**src/rtl/iphpf_pkg.sv**
```systemverilog
`default_nettype none

package iphpf_pkg;

  localparam int ETH_HDR_BYTES  = 14;
  localparam int ICMP_HDR_BYTES = 8;
  localparam int ETH_TYPE_OFF   = 12;
  localparam int IPV4_MIN_HDR   = 20;
  localparam int TCP_HDR_BYTES  = 20;
  localparam int UDP_HDR_BYTES  = 8;

  localparam int OFF_W      = 16;
  localparam int LEN_W      = OFF_W + 1;
  localparam int IHL_W      = 6;
  localparam int CFG_IDX_W  = 4;
  localparam int CFG_DATA_W = 32;

  localparam logic [15:0] ETHERTYPE_IPV4 = 16'h0800;
  localparam logic [7:0]  IPNUM_ICMP     = 8'd1;
  localparam logic [7:0]  IPNUM_TCP      = 8'd6;
  localparam logic [7:0]  IPNUM_UDP      = 8'd17;

  typedef enum logic [1:0] {
    VERDICT_DROP     = 2'd0,
    VERDICT_FILTERED = 2'd1,
    VERDICT_ACCEPTED = 2'd2
  } verdict_e;

  typedef enum logic [CFG_IDX_W-1:0] {
    CFG_FILTER_ACTIVE = 4'd0,
    CFG_MATCH_SRC_EN  = 4'd1,
    CFG_SRC_ADDR      = 4'd2,
    CFG_MATCH_DST_EN  = 4'd3,
    CFG_DST_ADDR      = 4'd4,
    CFG_SPORT         = 4'd5,
    CFG_DPORT         = 4'd6,
    CFG_PROTO         = 4'd7
  } cfg_reg_e;

  // parsed view of a frame, valid on its last word
  typedef struct packed {
    logic        hdr_ok;
    logic [31:0] src_addr;
    logic [31:0] dst_addr;
    logic [7:0]  proto;
    logic [7:0]  ttl;
    logic [15:0] sport;
    logic [15:0] dport;
    logic [7:0]  flags;
    logic [31:0] seq;
    logic [31:0] ack;
    logic [15:0] icmp_type_code;
  } hdr_t;

  typedef struct packed {
    verdict_e    verdict;
    logic [31:0] record_index;
    logic [31:0] src_addr;
    logic [31:0] dst_addr;
    logic [7:0]  proto_num;
    logic [15:0] src_port_out;
    logic [15:0] dst_port_out;
    logic [7:0]  time_to_live;
    logic [7:0]  tcp_flag_bits;
    logic [31:0] tcp_seq_num;
    logic [31:0] tcp_ack_num;
    logic [15:0] icmp_type_code;
  } result_t;

endpackage

`default_nettype wire

```
**src/rtl/iphpf_ifs.sv**
```systemverilog
`default_nettype none

interface iphpf_byte_if;
  logic       valid;
  logic       ready;
  logic [7:0] frame_byte;
  logic       last_byte;

  modport source (output valid, output frame_byte, output last_byte, input ready);
  modport sink   (input valid, input frame_byte, input last_byte, output ready);
endinterface

interface iphpf_result_if;
  logic        valid;
  logic        ready;
  logic [1:0]  verdict;
  logic [31:0] record_index;
  logic [31:0] src_addr;
  logic [31:0] dst_addr;
  logic [7:0]  proto_num;
  logic [15:0] src_port_out;
  logic [15:0] dst_port_out;
  logic [7:0]  time_to_live;
  logic [7:0]  tcp_flag_bits;
  logic [31:0] tcp_seq_num;
  logic [31:0] tcp_ack_num;
  logic [15:0] icmp_type_code;

  modport source (
    output valid, input ready,
    output verdict, output record_index, output src_addr, output dst_addr,
    output proto_num, output src_port_out, output dst_port_out, output time_to_live,
    output tcp_flag_bits, output tcp_seq_num, output tcp_ack_num, output icmp_type_code
  );
  modport sink (
    input valid, output ready,
    input verdict, input record_index, input src_addr, input dst_addr,
    input proto_num, input src_port_out, input dst_port_out, input time_to_live,
    input tcp_flag_bits, input tcp_seq_num, input tcp_ack_num, input icmp_type_code
  );
endinterface

`default_nettype wire

```
**src/rtl/iphpf_parser.sv**
```systemverilog
`default_nettype none

module iphpf_parser (
  input  wire logic              clk_i,
  input  wire logic              rst_ni,
  input  wire logic              step_i,
  input  wire logic [7:0]        byte_i,
  input  wire logic              last_i,
  output iphpf_pkg::hdr_t        hdr_o
);

  logic [iphpf_pkg::OFF_W-1:0] off_q, off_d;
  logic [15:0]                 ether_q, ether_d;
  logic [iphpf_pkg::IHL_W-1:0] ihl_q, ihl_d;
  logic [7:0]                  ttl_q, ttl_d, proto_q, proto_d, flags_q, flags_d;
  logic [31:0]                 src_q, src_d, dst_q, dst_d;
  logic [31:0]                 word0_q, word0_d, seq_q, seq_d, ack_q, ack_d;

  logic [iphpf_pkg::OFF_W-1:0] tp_start, tp_off;
  logic [iphpf_pkg::LEN_W-1:0] len, need;

  always_comb begin
    off_d   = (off_q == '1) ? off_q : off_q + 1'b1;
    ether_d = ether_q;
    ihl_d   = ihl_q;
    ttl_d   = ttl_q;
    proto_d = proto_q;
    src_d   = src_q;
    dst_d   = dst_q;
    word0_d = word0_q;
    seq_d   = seq_q;
    ack_d   = ack_q;
    flags_d = flags_q;

    tp_start = iphpf_pkg::OFF_W'(iphpf_pkg::ETH_HDR_BYTES)
             + {{(iphpf_pkg::OFF_W-iphpf_pkg::IHL_W){1'b0}}, ihl_q};
    tp_off   = off_q - tp_start;

    if (off_q == iphpf_pkg::OFF_W'(iphpf_pkg::ETH_TYPE_OFF)) begin
      ether_d = {byte_i, 8'h00};
    end else if (off_q == iphpf_pkg::OFF_W'(iphpf_pkg::ETH_TYPE_OFF + 1)) begin
      ether_d = ether_q | {8'h00, byte_i};
    end else if (off_q == iphpf_pkg::OFF_W'(iphpf_pkg::ETH_HDR_BYTES)) begin
      ihl_d = {byte_i[3:0], 2'b00};
    end else if (off_q == iphpf_pkg::OFF_W'(iphpf_pkg::ETH_HDR_BYTES + 8)) begin
      ttl_d = byte_i;
    end else if (off_q == iphpf_pkg::OFF_W'(iphpf_pkg::ETH_HDR_BYTES + 9)) begin
      proto_d = byte_i;
    end else if (off_q >= iphpf_pkg::OFF_W'(iphpf_pkg::ETH_HDR_BYTES + 12) &&
                 off_q <  iphpf_pkg::OFF_W'(iphpf_pkg::ETH_HDR_BYTES + 16)) begin
      src_d = {src_q[23:0], byte_i};
    end else if (off_q >= iphpf_pkg::OFF_W'(iphpf_pkg::ETH_HDR_BYTES + 16) &&
                 off_q <  iphpf_pkg::OFF_W'(iphpf_pkg::ETH_HDR_BYTES + 20)) begin
      dst_d = {dst_q[23:0], byte_i};
    end else if (ihl_q >= iphpf_pkg::IHL_W'(iphpf_pkg::IPV4_MIN_HDR) &&
                 off_q >= tp_start) begin
      // transport header: word0 (ports / icmp), seq, ack, flags at byte 13
      if (tp_off < 16'd4) begin
        word0_d = {word0_q[23:0], byte_i};
      end else if (tp_off < 16'd8) begin
        seq_d = {seq_q[23:0], byte_i};
      end else if (tp_off < 16'd12) begin
        ack_d = {ack_q[23:0], byte_i};
      end else if (tp_off == 16'd13) begin
        flags_d = byte_i;
      end
    end

    // frame summary from the updated state, used on the last word
    len  = {1'b0, off_q} + 1'b1;
    need = iphpf_pkg::LEN_W'(iphpf_pkg::ETH_HDR_BYTES)
         + {{(iphpf_pkg::LEN_W-iphpf_pkg::IHL_W){1'b0}}, ihl_d};

    hdr_o                = '0;
    hdr_o.hdr_ok         = (len >= iphpf_pkg::LEN_W'(iphpf_pkg::ETH_HDR_BYTES +
                                                     iphpf_pkg::IPV4_MIN_HDR)) &&
                           (ether_d == iphpf_pkg::ETHERTYPE_IPV4) &&
                           (ihl_d >= iphpf_pkg::IHL_W'(iphpf_pkg::IPV4_MIN_HDR));
    hdr_o.src_addr       = src_d;
    hdr_o.dst_addr       = dst_d;
    hdr_o.proto          = proto_d;
    hdr_o.ttl            = ttl_d;
    if (proto_d == iphpf_pkg::IPNUM_TCP) begin
      if (len >= need + iphpf_pkg::LEN_W'(iphpf_pkg::TCP_HDR_BYTES)) begin
        hdr_o.sport = word0_d[31:16];
        hdr_o.dport = word0_d[15:0];
        hdr_o.flags = flags_d;
        hdr_o.seq   = seq_d;
        hdr_o.ack   = ack_d;
      end
    end else if (proto_d == iphpf_pkg::IPNUM_UDP) begin
      if (len >= need + iphpf_pkg::LEN_W'(iphpf_pkg::UDP_HDR_BYTES)) begin
        hdr_o.sport = word0_d[31:16];
        hdr_o.dport = word0_d[15:0];
      end
    end else if (proto_d == iphpf_pkg::IPNUM_ICMP) begin
      if (len >= need + iphpf_pkg::LEN_W'(iphpf_pkg::ICMP_HDR_BYTES)) begin
        hdr_o.icmp_type_code = word0_d[31:16];
      end
    end
  end

  always_ff @(posedge clk_i or negedge rst_ni) begin
    if (!rst_ni) begin
      off_q   <= '0;
      ether_q <= '0;
      ihl_q   <= '0;
      ttl_q   <= '0;
      proto_q <= '0;
      src_q   <= '0;
      dst_q   <= '0;
      word0_q <= '0;
      seq_q   <= '0;
      ack_q   <= '0;
      flags_q <= '0;
    end else if (step_i) begin
      if (last_i) begin
        off_q   <= '0;
        ether_q <= '0;
        ihl_q   <= '0;
        ttl_q   <= '0;
        proto_q <= '0;
        src_q   <= '0;
        dst_q   <= '0;
        word0_q <= '0;
        seq_q   <= '0;
        ack_q   <= '0;
        flags_q <= '0;
      end else begin
        off_q   <= off_d;
        ether_q <= ether_d;
        ihl_q   <= ihl_d;
        ttl_q   <= ttl_d;
        proto_q <= proto_d;
        src_q   <= src_d;
        dst_q   <= dst_d;
        word0_q <= word0_d;
        seq_q   <= seq_d;
        ack_q   <= ack_d;
        flags_q <= flags_d;
      end
    end
  end

endmodule

`default_nettype wire

```
**src/rtl/iphpf_verdict.sv**
```systemverilog
`default_nettype none

module iphpf_verdict (
  input  wire logic                             clk_i,
  input  wire logic                             rst_ni,
  input  wire logic                             cfg_we_i,
  input  wire logic [iphpf_pkg::CFG_IDX_W-1:0]  cfg_idx_i,
  input  wire logic [iphpf_pkg::CFG_DATA_W-1:0] cfg_data_i,
  input  wire logic                             commit_i,
  input  wire iphpf_pkg::hdr_t                  hdr_i,
  output iphpf_pkg::result_t                    res_o
);

  logic        active_q, src_en_q, dst_en_q;
  logic [31:0] src_addr_q, dst_addr_q;
  logic [15:0] sport_q, dport_q;
  logic [7:0]  proto_q;
  logic [31:0] count_q;
  logic        pass;

  always_ff @(posedge clk_i or negedge rst_ni) begin
    if (!rst_ni) begin
      active_q   <= 1'b0;
      src_en_q   <= 1'b0;
      src_addr_q <= '0;
      dst_en_q   <= 1'b0;
      dst_addr_q <= '0;
      sport_q    <= '0;
      dport_q    <= '0;
      proto_q    <= '0;
    end else if (cfg_we_i) begin
      case (cfg_idx_i)
        iphpf_pkg::CFG_FILTER_ACTIVE: active_q   <= cfg_data_i[0];
        iphpf_pkg::CFG_MATCH_SRC_EN:  src_en_q   <= cfg_data_i[0];
        iphpf_pkg::CFG_SRC_ADDR:      src_addr_q <= cfg_data_i;
        iphpf_pkg::CFG_MATCH_DST_EN:  dst_en_q   <= cfg_data_i[0];
        iphpf_pkg::CFG_DST_ADDR:      dst_addr_q <= cfg_data_i;
        iphpf_pkg::CFG_SPORT:         sport_q    <= cfg_data_i[15:0];
        iphpf_pkg::CFG_DPORT:         dport_q    <= cfg_data_i[15:0];
        iphpf_pkg::CFG_PROTO:         proto_q    <= cfg_data_i[7:0];
        default: ;
      endcase
    end
  end

  always_comb begin
    pass = 1'b1;
    if (active_q) begin
      if (src_en_q && src_addr_q != hdr_i.src_addr) pass = 1'b0;
      if (dst_en_q && dst_addr_q != hdr_i.dst_addr) pass = 1'b0;
      if (sport_q != '0 && sport_q != hdr_i.sport) pass = 1'b0;
      if (dport_q != '0 && dport_q != hdr_i.dport) pass = 1'b0;
      if (proto_q != '0 && proto_q != hdr_i.proto) pass = 1'b0;
    end

    res_o = '0;
    res_o.verdict = iphpf_pkg::VERDICT_DROP;
    if (hdr_i.hdr_ok) begin
      res_o.verdict        = pass ? iphpf_pkg::VERDICT_ACCEPTED : iphpf_pkg::VERDICT_FILTERED;
      res_o.record_index   = pass ? count_q + 1'b1 : '0;
      res_o.src_addr       = hdr_i.src_addr;
      res_o.dst_addr       = hdr_i.dst_addr;
      res_o.proto_num      = hdr_i.proto;
      res_o.src_port_out   = hdr_i.sport;
      res_o.dst_port_out   = hdr_i.dport;
      res_o.time_to_live   = hdr_i.ttl;
      res_o.tcp_flag_bits  = hdr_i.flags;
      res_o.tcp_seq_num    = hdr_i.seq;
      res_o.tcp_ack_num    = hdr_i.ack;
      res_o.icmp_type_code = hdr_i.icmp_type_code;
    end
  end

  // running record index, wraps at 2^32
  always_ff @(posedge clk_i or negedge rst_ni) begin
    if (!rst_ni) begin
      count_q <= '0;
    end else if (commit_i && hdr_i.hdr_ok && pass) begin
      count_q <= count_q + 1'b1;
    end
  end

endmodule

`default_nettype wire

```
**src/rtl/ipv4_header_parse_filter.sv**
```systemverilog
// IPv4 header parser and 5-tuple filter.
// frame_i carries one frame byte per word, last_byte marking the final captured
// byte; result_o gives one word per frame, on its last byte: verdict, record
// index and the parsed IPv4 and TCP/UDP/ICMP fields (zero where absent).
// Filter registers are written through cfg_we_i/cfg_idx_i/cfg_data_i; the user
// must do so only while the block is idle, which the block does not enforce;
// indexes past the register list are ignored. A frame's result word becomes
// valid once its last byte passes the input register, then the result register.
// Throughput: one byte per cycle unless a final byte is held (below); each
// byte is parsed in one pass of compare and capture logic between them.
// When result_o stalls, non-final bytes keep flowing; a final byte waits in the
// input register until the result register frees, and frame_i.ready drops.
// Reset clears the byte offset, captured fields, filter registers and the
// record counter; the block is ready for a byte as soon as reset is released.
`default_nettype none

module ipv4_header_parse_filter (
  input  wire logic                             clk_i,
  input  wire logic                             rst_ni,
  iphpf_byte_if.sink                            frame_i,
  iphpf_result_if.source                        result_o,
  input  wire logic                             cfg_we_i,
  input  wire logic [iphpf_pkg::CFG_IDX_W-1:0]  cfg_idx_i,
  input  wire logic [iphpf_pkg::CFG_DATA_W-1:0] cfg_data_i
);

  logic               in_vld_q;
  logic [7:0]         in_byte_q;
  logic               in_last_q;
  logic               adv;
  logic               out_vld_q, out_vld_d;
  iphpf_pkg::result_t out_q;
  iphpf_pkg::hdr_t    hdr;
  iphpf_pkg::result_t res;

  // a final byte needs the result register free
  assign adv           = in_vld_q && (!in_last_q || !out_vld_q || result_o.ready);
  assign frame_i.ready = !in_vld_q || adv;

  always_ff @(posedge clk_i or negedge rst_ni) begin
    if (!rst_ni) begin
      in_vld_q <= 1'b0;
    end else if (frame_i.ready) begin
      in_vld_q <= frame_i.valid;
    end
  end

  always_ff @(posedge clk_i) begin
    if (frame_i.valid && frame_i.ready) begin
      in_byte_q <= frame_i.frame_byte;
      in_last_q <= frame_i.last_byte;
    end
  end

  iphpf_parser u_parser (
    .clk_i  (clk_i),
    .rst_ni (rst_ni),
    .step_i (adv),
    .byte_i (in_byte_q),
    .last_i (in_last_q),
    .hdr_o  (hdr)
  );

  iphpf_verdict u_verdict (
    .clk_i      (clk_i),
    .rst_ni     (rst_ni),
    .cfg_we_i   (cfg_we_i),
    .cfg_idx_i  (cfg_idx_i),
    .cfg_data_i (cfg_data_i),
    .commit_i   (adv && in_last_q),
    .hdr_i      (hdr),
    .res_o      (res)
  );

  always_comb begin
    out_vld_d = out_vld_q && !result_o.ready;
    if (adv && in_last_q) out_vld_d = 1'b1;
  end

  always_ff @(posedge clk_i or negedge rst_ni) begin
    if (!rst_ni) begin
      out_vld_q <= 1'b0;
    end else begin
      out_vld_q <= out_vld_d;
    end
  end

  always_ff @(posedge clk_i) begin
    if (adv && in_last_q) begin
      out_q <= res;
    end
  end

  assign result_o.valid          = out_vld_q;
  assign result_o.verdict        = out_q.verdict;
  assign result_o.record_index   = out_q.record_index;
  assign result_o.src_addr       = out_q.src_addr;
  assign result_o.dst_addr       = out_q.dst_addr;
  assign result_o.proto_num      = out_q.proto_num;
  assign result_o.src_port_out   = out_q.src_port_out;
  assign result_o.dst_port_out   = out_q.dst_port_out;
  assign result_o.time_to_live   = out_q.time_to_live;
  assign result_o.tcp_flag_bits  = out_q.tcp_flag_bits;
  assign result_o.tcp_seq_num    = out_q.tcp_seq_num;
  assign result_o.tcp_ack_num    = out_q.tcp_ack_num;
  assign result_o.icmp_type_code = out_q.icmp_type_code;

`ifndef ASSERT_OFF
  a_last_makes_result: assert property (@(posedge clk_i) disable iff (!rst_ni)
    adv && in_last_q |=> out_vld_q)
    else $error("final byte did not produce a result word");

  a_drop_is_blank: assert property (@(posedge clk_i) disable iff (!rst_ni)
    out_vld_q && out_q.verdict == iphpf_pkg::VERDICT_DROP |->
      out_q.record_index == '0 && out_q.src_addr == '0 && out_q.proto_num == '0)
    else $error("dropped frame carries nonzero fields");

  a_empty_stage_ready: assert property (@(posedge clk_i) disable iff (!rst_ni)
    !in_vld_q |-> frame_i.ready)
    else $error("input stage empty but not ready");

  a_filtered_no_index: assert property (@(posedge clk_i) disable iff (!rst_ni)
    out_vld_q && out_q.verdict == iphpf_pkg::VERDICT_FILTERED |->
      out_q.record_index == '0)
    else $error("filtered frame carries a record index");
`endif

endmodule

`default_nettype wire
```
**src/flat_wrapper.sv**
```systemverilog
// flat-port wrapper written by rule: the top's interface ports become plain ports
module ipv4_header_parse_filter_flat 
  (clk_i, rst_ni, cfg_we_i, cfg_idx_i, cfg_data_i, frame_i_valid, frame_i_frame_byte, frame_i_last_byte, frame_i_ready, result_o_valid, result_o_ready, result_o_verdict, result_o_record_index, result_o_src_addr, result_o_dst_addr, result_o_proto_num, result_o_src_port_out, result_o_dst_port_out, result_o_time_to_live, result_o_tcp_flag_bits, result_o_tcp_seq_num, result_o_tcp_ack_num, result_o_icmp_type_code);
  iphpf_byte_if frame_i_i ();
  iphpf_result_if result_o_i ();
  input  wire logic clk_i;
  input  wire logic rst_ni;
  input  wire logic cfg_we_i;
  input  wire logic [iphpf_pkg::CFG_IDX_W-1:0] cfg_idx_i;
  input  wire logic [iphpf_pkg::CFG_DATA_W-1:0] cfg_data_i;
  input wire logic [$bits(frame_i_i.valid)-1:0] frame_i_valid;
  input wire logic [$bits(frame_i_i.frame_byte)-1:0] frame_i_frame_byte;
  input wire logic [$bits(frame_i_i.last_byte)-1:0] frame_i_last_byte;
  output wire logic [$bits(frame_i_i.ready)-1:0] frame_i_ready;
  output wire logic [$bits(result_o_i.valid)-1:0] result_o_valid;
  input wire logic [$bits(result_o_i.ready)-1:0] result_o_ready;
  output wire logic [$bits(result_o_i.verdict)-1:0] result_o_verdict;
  output wire logic [$bits(result_o_i.record_index)-1:0] result_o_record_index;
  output wire logic [$bits(result_o_i.src_addr)-1:0] result_o_src_addr;
  output wire logic [$bits(result_o_i.dst_addr)-1:0] result_o_dst_addr;
  output wire logic [$bits(result_o_i.proto_num)-1:0] result_o_proto_num;
  output wire logic [$bits(result_o_i.src_port_out)-1:0] result_o_src_port_out;
  output wire logic [$bits(result_o_i.dst_port_out)-1:0] result_o_dst_port_out;
  output wire logic [$bits(result_o_i.time_to_live)-1:0] result_o_time_to_live;
  output wire logic [$bits(result_o_i.tcp_flag_bits)-1:0] result_o_tcp_flag_bits;
  output wire logic [$bits(result_o_i.tcp_seq_num)-1:0] result_o_tcp_seq_num;
  output wire logic [$bits(result_o_i.tcp_ack_num)-1:0] result_o_tcp_ack_num;
  output wire logic [$bits(result_o_i.icmp_type_code)-1:0] result_o_icmp_type_code;
  assign frame_i_i.valid = frame_i_valid;
  assign frame_i_i.frame_byte = frame_i_frame_byte;
  assign frame_i_i.last_byte = frame_i_last_byte;
  assign frame_i_ready = frame_i_i.ready;
  assign result_o_valid = result_o_i.valid;
  assign result_o_i.ready = result_o_ready;
  assign result_o_verdict = result_o_i.verdict;
  assign result_o_record_index = result_o_i.record_index;
  assign result_o_src_addr = result_o_i.src_addr;
  assign result_o_dst_addr = result_o_i.dst_addr;
  assign result_o_proto_num = result_o_i.proto_num;
  assign result_o_src_port_out = result_o_i.src_port_out;
  assign result_o_dst_port_out = result_o_i.dst_port_out;
  assign result_o_time_to_live = result_o_i.time_to_live;
  assign result_o_tcp_flag_bits = result_o_i.tcp_flag_bits;
  assign result_o_tcp_seq_num = result_o_i.tcp_seq_num;
  assign result_o_tcp_ack_num = result_o_i.tcp_ack_num;
  assign result_o_icmp_type_code = result_o_i.icmp_type_code;
  ipv4_header_parse_filter u_core (.clk_i(clk_i), .rst_ni(rst_ni), .frame_i(frame_i_i), .result_o(result_o_i), .cfg_we_i(cfg_we_i), .cfg_idx_i(cfg_idx_i), .cfg_data_i(cfg_data_i));
endmodule
```
**config.mk**
```make
export PLATFORM = sky130hd
export DESIGN_NAME = ipv4_header_parse_filter_flat
export DESIGN_NICKNAME = d
export VERILOG_FILES = /design/src/rtl/iphpf_pkg.sv /design/src/rtl/iphpf_ifs.sv /design/src/rtl/iphpf_parser.sv /design/src/rtl/iphpf_verdict.sv /design/src/rtl/ipv4_header_parse_filter.sv /design/src/flat_wrapper.sv
export SDC_FILE = /design/constraint.sdc
export NUM_CORES = 1
export LEC_CHECK = 0
export ABC_CLOCK_PERIOD_IN_PS = 11300
export BUFFER_PORTS_ARGS = -buffer_cell sky130_fd_sc_hd__buf_4
export CAP_MARGIN = 20
export CORE_AREA = 2 2 215 322
export DETAILED_ROUTE_END_ITERATION = 8
export DIE_AREA = 0 0 217 324
export PLACE_DENSITY = 0.71
export REMOVE_ABC_BUFFERS = 1
export SLEW_MARGIN = 30
export SYNTH_ARGS = -nofsm -noshare
export SYNTH_HDL_FRONTEND = slang
export SYNTH_SLANG_ARGS = --single-unit
```
**constraint.sdc**
```tcl
create_clock -name clk_i -period 11.3 [get_ports clk_i]
set_input_delay 1.13 -clock clk_i [delete_from_list [all_inputs] [get_ports clk_i]]
set_output_delay 1.13 -clock clk_i [all_outputs]
set_load 0.01 [all_outputs]
```
After elaboration in Yosys (flattened, before gate mapping). Cells that the tools add are included.

Output and inout bits: 236. Input port bits: 50. Logic and storage cells: 217. Register bits: 606.

Eq/ne operators: 24. Add/subtract/negate cells: 8. Order comparisons: 13. Reduce and logical (&&, ||, !) cells: 39. Muxes and demuxes: 93. Bitwise operators: 4.

Operators with widths (number): 2-to-1 mux 32 bit (51); 2-to-1 mux 8 bit (24); 2-to-1 mux 104 bit (1); 2-to-1 mux 16 bit (5); == test 16 x 4 -> 1 bit, second input constant (4); != test 32 bit (2); greater-or-equal comparator 17 x 8 -> 1 bit (2); adder 32 x 1 -> 32 bit, second input constant (1); == test 16 x 5 -> 1 bit, second input constant (2); greater-or-equal comparator 16 x 5 -> 1 bit, second input constant (2); < comparator 16 x 4 -> 1 bit, second input constant (2); != test 16 bit (2); nonzero test 16 bit (2); 2-to-1 mux 6 bit (4); AND reduction 2 bit (10); adder 16 x 1 -> 17 bit, second input constant (1); greater-or-equal comparator 17 x 6 -> 1 bit, second input constant (1); adder 16 x 1 -> 16 bit, second input constant (1); == test 16 x 12 -> 1 bit, second input constant (1); == test 16 bit, second input constant (1); == test 4 x 3 -> 1 bit, second input constant (4); greater-or-equal comparator 16 x 7 -> 1 bit (1); logical AND 1 bit (16); < comparator 16 x 3 -> 1 bit, second input constant (1); 24 further kinds (40).

Depth between registers and ports, before layout.
Word-level depth: 24. Mapped depth: 35. Depth with buffers taken out: 29.

Modules after synthesis. From an unflattened synthesis, not the netlist that was laid out.

Cells, all modules: 2927. Area, all modules: 30465.5 um^2.

Modules (own cells, without submodules): iphpf_parser (cells an instance 1836, area an instance 14451.4 um^2, seq. area each 5555.3 um^2, times used 1); iphpf_verdict (cells an instance 838, area an instance 8610.8 um^2, seq. area each 3478.3 um^2, times used 1); ipv4_header_parse_filter (cells an instance 253, area an instance 7403.4 um^2, seq. area each 7347.0 um^2, times used 1).

Least setup slack after synthesis. No wires, ideal clock.

Path kind: input-to-reg. From: in result_o_ready. To: reg u_core.u_verdict.count_q[5]. Setup time: 80 ps. Data arrival time: 9065 ps. Cell stages on the path: 8. Slack: 2155 ps. Cells stage by stage: or3_1 and2_1 nand2_1 inv_1 clkbuf_1 nand3_1 nor3_2 xnor2_1.

Cells in the longest elaborated chain, start to end: 5.

Ends and longest elaborated chain: start, declared (line flat_wrapper.sv:16) `input wire logic [$bits(result_o_i.ready)-1:0] result_o_ready;`; logical OR 1 bit (line ipv4_header_parse_filter.sv:37) `assign adv = in_vld_q && (!in_last_q || !out_vld_q || result_o.ready);`; logical AND 1 bit (line ipv4_header_parse_filter.sv:37); logical AND 1 bit (line ipv4_header_parse_filter.sv:70) `.commit_i (adv && in_last_q),`; net u_core.u_verdict.commit_i (line iphpf_verdict.sv:9) `input wire logic commit_i,`; logical AND 1 bit (2 in a row) (line iphpf_verdict.sv:78) `end else if (commit_i && hdr_i.hdr_ok && pass) begin`; end signal, assigned (line iphpf_verdict.sv:79) `count_q <= count_q + 1'b1;`; end, declared (line iphpf_verdict.sv:18) `logic [31:0] count_q;`.

The timed path passes the listed nets, and every way through them passes these cells. A chain may end at the register's enable or synchronous reset.

Worst setup path after layout.
From: reg u_core.u_parser.off_q[8] (netlist name). To: reg u_core.u_verdict.count_q[1].

Cells in the longest elaborated chain, start to end: 21.

Ends and longest elaborated chain: start, declared (line iphpf_parser.sv:12) `logic [iphpf_pkg::OFF_W-1:0] off_q, off_d;`; start signal, assigned (line iphpf_parser.sv:105) `off_q <= '0;`; start signal, assigned (line iphpf_parser.sv:118) `off_q <= '0;`; start signal, assigned (line iphpf_parser.sv:130) `off_q <= off_d;`; parallel branches: the longest is 20 deep, another holds greater-or-equal comparator 17 x 8 -> 1 bit; logical AND 1 bit (*) (line iphpf_verdict.sv:78).

Every way passes the cells marked *.

==> flow_metrics.py <==
metrics = {
    "sta": {
        "max_freq_mhz": 120,
        "hold_viol": 0,
        "setup_tns_ns": 0,
        "holdWs_ns": 0.448,
        "fin_crit_ns": 8.33,
        "maxSlewViolCount": 0,
        "slew_headroom_pct": 35.8,
        "rsz0062_at_grt": "false",
        "skew_ns": 0.0432,
        "tightest_slew_ns": 0.964,
        "finalCritPeriodShare_pct": 73.7,
        "final-setup-viol-count": 0,
    },
    "routing": {
        "drc": 0,
        "drt-total-wl_um": 90800,
        "via_per_inst": 5.96,
        "firstDrtPassIters": 6,
        "initialDrtViolationCount": 2535,
        "via_count": 23600,
        "ant_nets": 0,
        "avgRoutedWirePerCell_um": 22.9,
    },
    "setup_path": {
        "cp_max_fo": 58,
        "critical_path.endpoint_type": "flip-flop",
        "arrival_ns": 8.87,
        "critPathRequiredTime_ns": 11.85,
        "cp-start-kind": "flip-flop",
        "slowest_stage": "o21a_1",
        "path_class": "flip-flop to flip-flop",
        "cp_slowest_stage_delay_ns": 0.69,
        "crit_path_frequent_cell": "o21ai_0",
    },
    "placed_design": {
        "dp_hpwl_um": 61800,
        "place_congestion": 1.04,
        "port-buffer-count": 285,
        "dpl.cell_count": 3848,
    },
    "worst_hold_path": {
        "hold_class": "input port to async pin",
    },
    "logic_synthesis": {
        "ys_warn_count": 0,
        "synth_cell_types": 82,
        "synth_cells": 2849,
        "yosysTopAreaCellShare_pct": 30.2,
        "ys_seq_area_share_pct": 54.5,
        "ys.flop_type": "dfrtp_1",
        "synth_edf_count": 243,
        "avgSynthCellArea_um2": 10.5,
        "ys_top_cells_by_area": "dfrtp_1, edfxtp_1, a22o_1",
        "ys_seq_elements": 606,
        "synth_top_area_cell": "dfrtp_1",
        "async_flop_share_pct": 59.9,
        "synth_area_um2": 30100,
    },
    "pwr": {
        "p_total_uw": 5280,
        "ir_worst_vdd_uv": 150,
        "p_leak_uw": 0.0138,
        "power_density_nw_per_um2": 151,
    },
    "layout": {
        "layout.nets": 3099,
        "layout_commonest_cell": "nand2_1",
        "layout_common_cells": "nand2_1, dfrtp_1, buf_4",
        "antenna_cells": 0,
        "layout.area.seq_um2": 16400,
        "n_fill_cell": 6047,
        "multiInputGateArea_um2": 12500,
        "drive_above_1_share_pct": 18.6,
        "post-route-util_pct": 51.7,
        "layout.cells.non_filler": 3959,
        "area_growth_pct": 16.4,
    },
    "floorplan": {
        "die_h_um": 324,
        "dieWidth_um": 217,
        "core_um2": 67600,
        "ios": 286,
        "die_area_um2": 70300,
        "core.rowCount": 117,
        "start_util_pct": 44.4,
    },
    "clocking": {
        "cts_root_buffer": "clkbuf_16",
        "clock_latency_ns": 0.69,
        "h-tree-depth": 2,
        "clkTransAtPathRegs_ns": 0.07,
        "cts_buffer_depth": 3,
        "numCtsBuffers": 59,
        "cts_setup_buffers": 0,
        "cts.sink_count": 606,
        "cts_hold_buf": 0,
        "cts_tree": "done",
        "cts_resized": 0,
    },
    "grt": {
        "overflow": 0,
        "grt_start_max_net_pins": 156,
        "grt_usage_pct": 25.5,
        "antenna_found_initial": 0,
        "grt_pass1_vias": 22800,
        "grt_pass1_wl_um": 138000,
    },
    "run": {
        "drv_cap": 0,
    },
    "outcome": {
        "status": "finished, final reports clean",
    },
}
## synthesized netlist by cell type (9+ instances only)
library cell and instances:
nand2_1 377, mux2i_1 53, nand3_1 62, o22ai_1 24, inv_1 92, ha_1 31, edfxtp_1 243, a21oi_1 188
nor3_1 58, a22o_1 170, a31oi_1 11, a22oi_1 21, or3_1 30, nor2_1 147, and4_1 9, dfrtp_1 363
and3_1 33, and2_1 20, buf_2 21, xor2_1 73, xnor2_1 86, nor3b_1 14, buf_1 16, nor4_1 63
clkbuf_1 184, nand2b_1 13, mux2_2 96, nand4_1 36, nor2b_1 23, o21ai_0 111
## worst paths after layout
path	startpoint	to	slack [ns]	depth (start not counted)
max	u_core.u_parser.off_q[8]	u_core.u_verdict.count_q[1]	2.97	29
min	rst_ni	u_core.in_vld_q	0.45	1
max reg2reg	u_core.u_parser.off_q[8]	u_core.u_verdict.count_q[1]	2.97	29
min reg2reg	u_core.u_verdict.count_q[31]	u_core.u_verdict.count_q[31]	0.49	1
max in group asynchronous	rst_ni	u_core.u_verdict.count_q[24]	8.64	3
min in group clk_i	u_core.u_verdict.count_q[31]	u_core.u_verdict.count_q[31]	0.49	1
## where the power goes
group / switching, uW / internal [uW]
logic: 354 / 255
registers: 153 / 2430
clock network: 913 / 1170
total: 1420 / 3860
## final cells by class
type	count	area share (%)
clock buffer	79	4.70
clock inverter	32	1.20
inverter	92	1.01
multi-input combinational	1923	35.8
sequential	606	46.8
tap	892	3.19
timing repair buffer	335	7.29
## sequential cells by signal, indices dropped and copies added, names as in the netlist, 32 cells and up
register	flops
u_core.result_o.dst_addr	32
u_core.result_o.record_index	32
u_core.result_o.src_addr	32
u_core.result_o.tcp_ack_num	32
u_core.result_o.tcp_seq_num	32
u_core.u_parser.ack_q	32
u_core.u_parser.dst_q	32
u_core.u_parser.seq_q	32
u_core.u_parser.src_q	32
u_core.u_parser.word0_q	32
u_core.u_verdict.count_q	32
u_core.u_verdict.dst_addr_q	32
u_core.u_verdict.src_addr_q	32
## layer usage
metal  vias up  GRT usage (%)  routed length (um)
met4         0           13.5                5390
met5         -              0                   0
met1     11700           31.7               35500
met2       948           42.8               44000
li1      10700              -                   -
met3       246           4.17                5900
## cell families after synthesis
group / after synthesis / synth area share (%)
buffers and inverters: 320 / 4.21
adder cells (fa/ha/maj): 32 / 1.36
AND/OR/NAND/NOR: 935 / 15.2
multiplexers: 151 / 5.45
AO/OA/AOI/OAI: 646 / 14.6
flip-flops: 606 / 54.5
XOR/XNOR: 159 / 4.63
## through the flow
step	area, um^2	setup slack (ns)
floorplan	29100	2.47
global placement	32900	3.11
detailed placement	32900	3.09
CTS	35000	3.06
global route	35000	2.26
finish	35000	2.97
## critical path: cells and delay by family, from the launching register on
kind | cells | cell delay, ns
AOI/OAI and AO/OA | 9 | 2.10
xor gates and xnor gates | 2 | 0.39
adders and majority gates | 2 | 0.53
buffers and inverters | 2 | 0.47
DFF | 1 | 0.57
muxes | 2 | 1.05
and+or+nand+nor | 12 | 3.04
No activity file was read; power rests on OpenSTA's default activity.
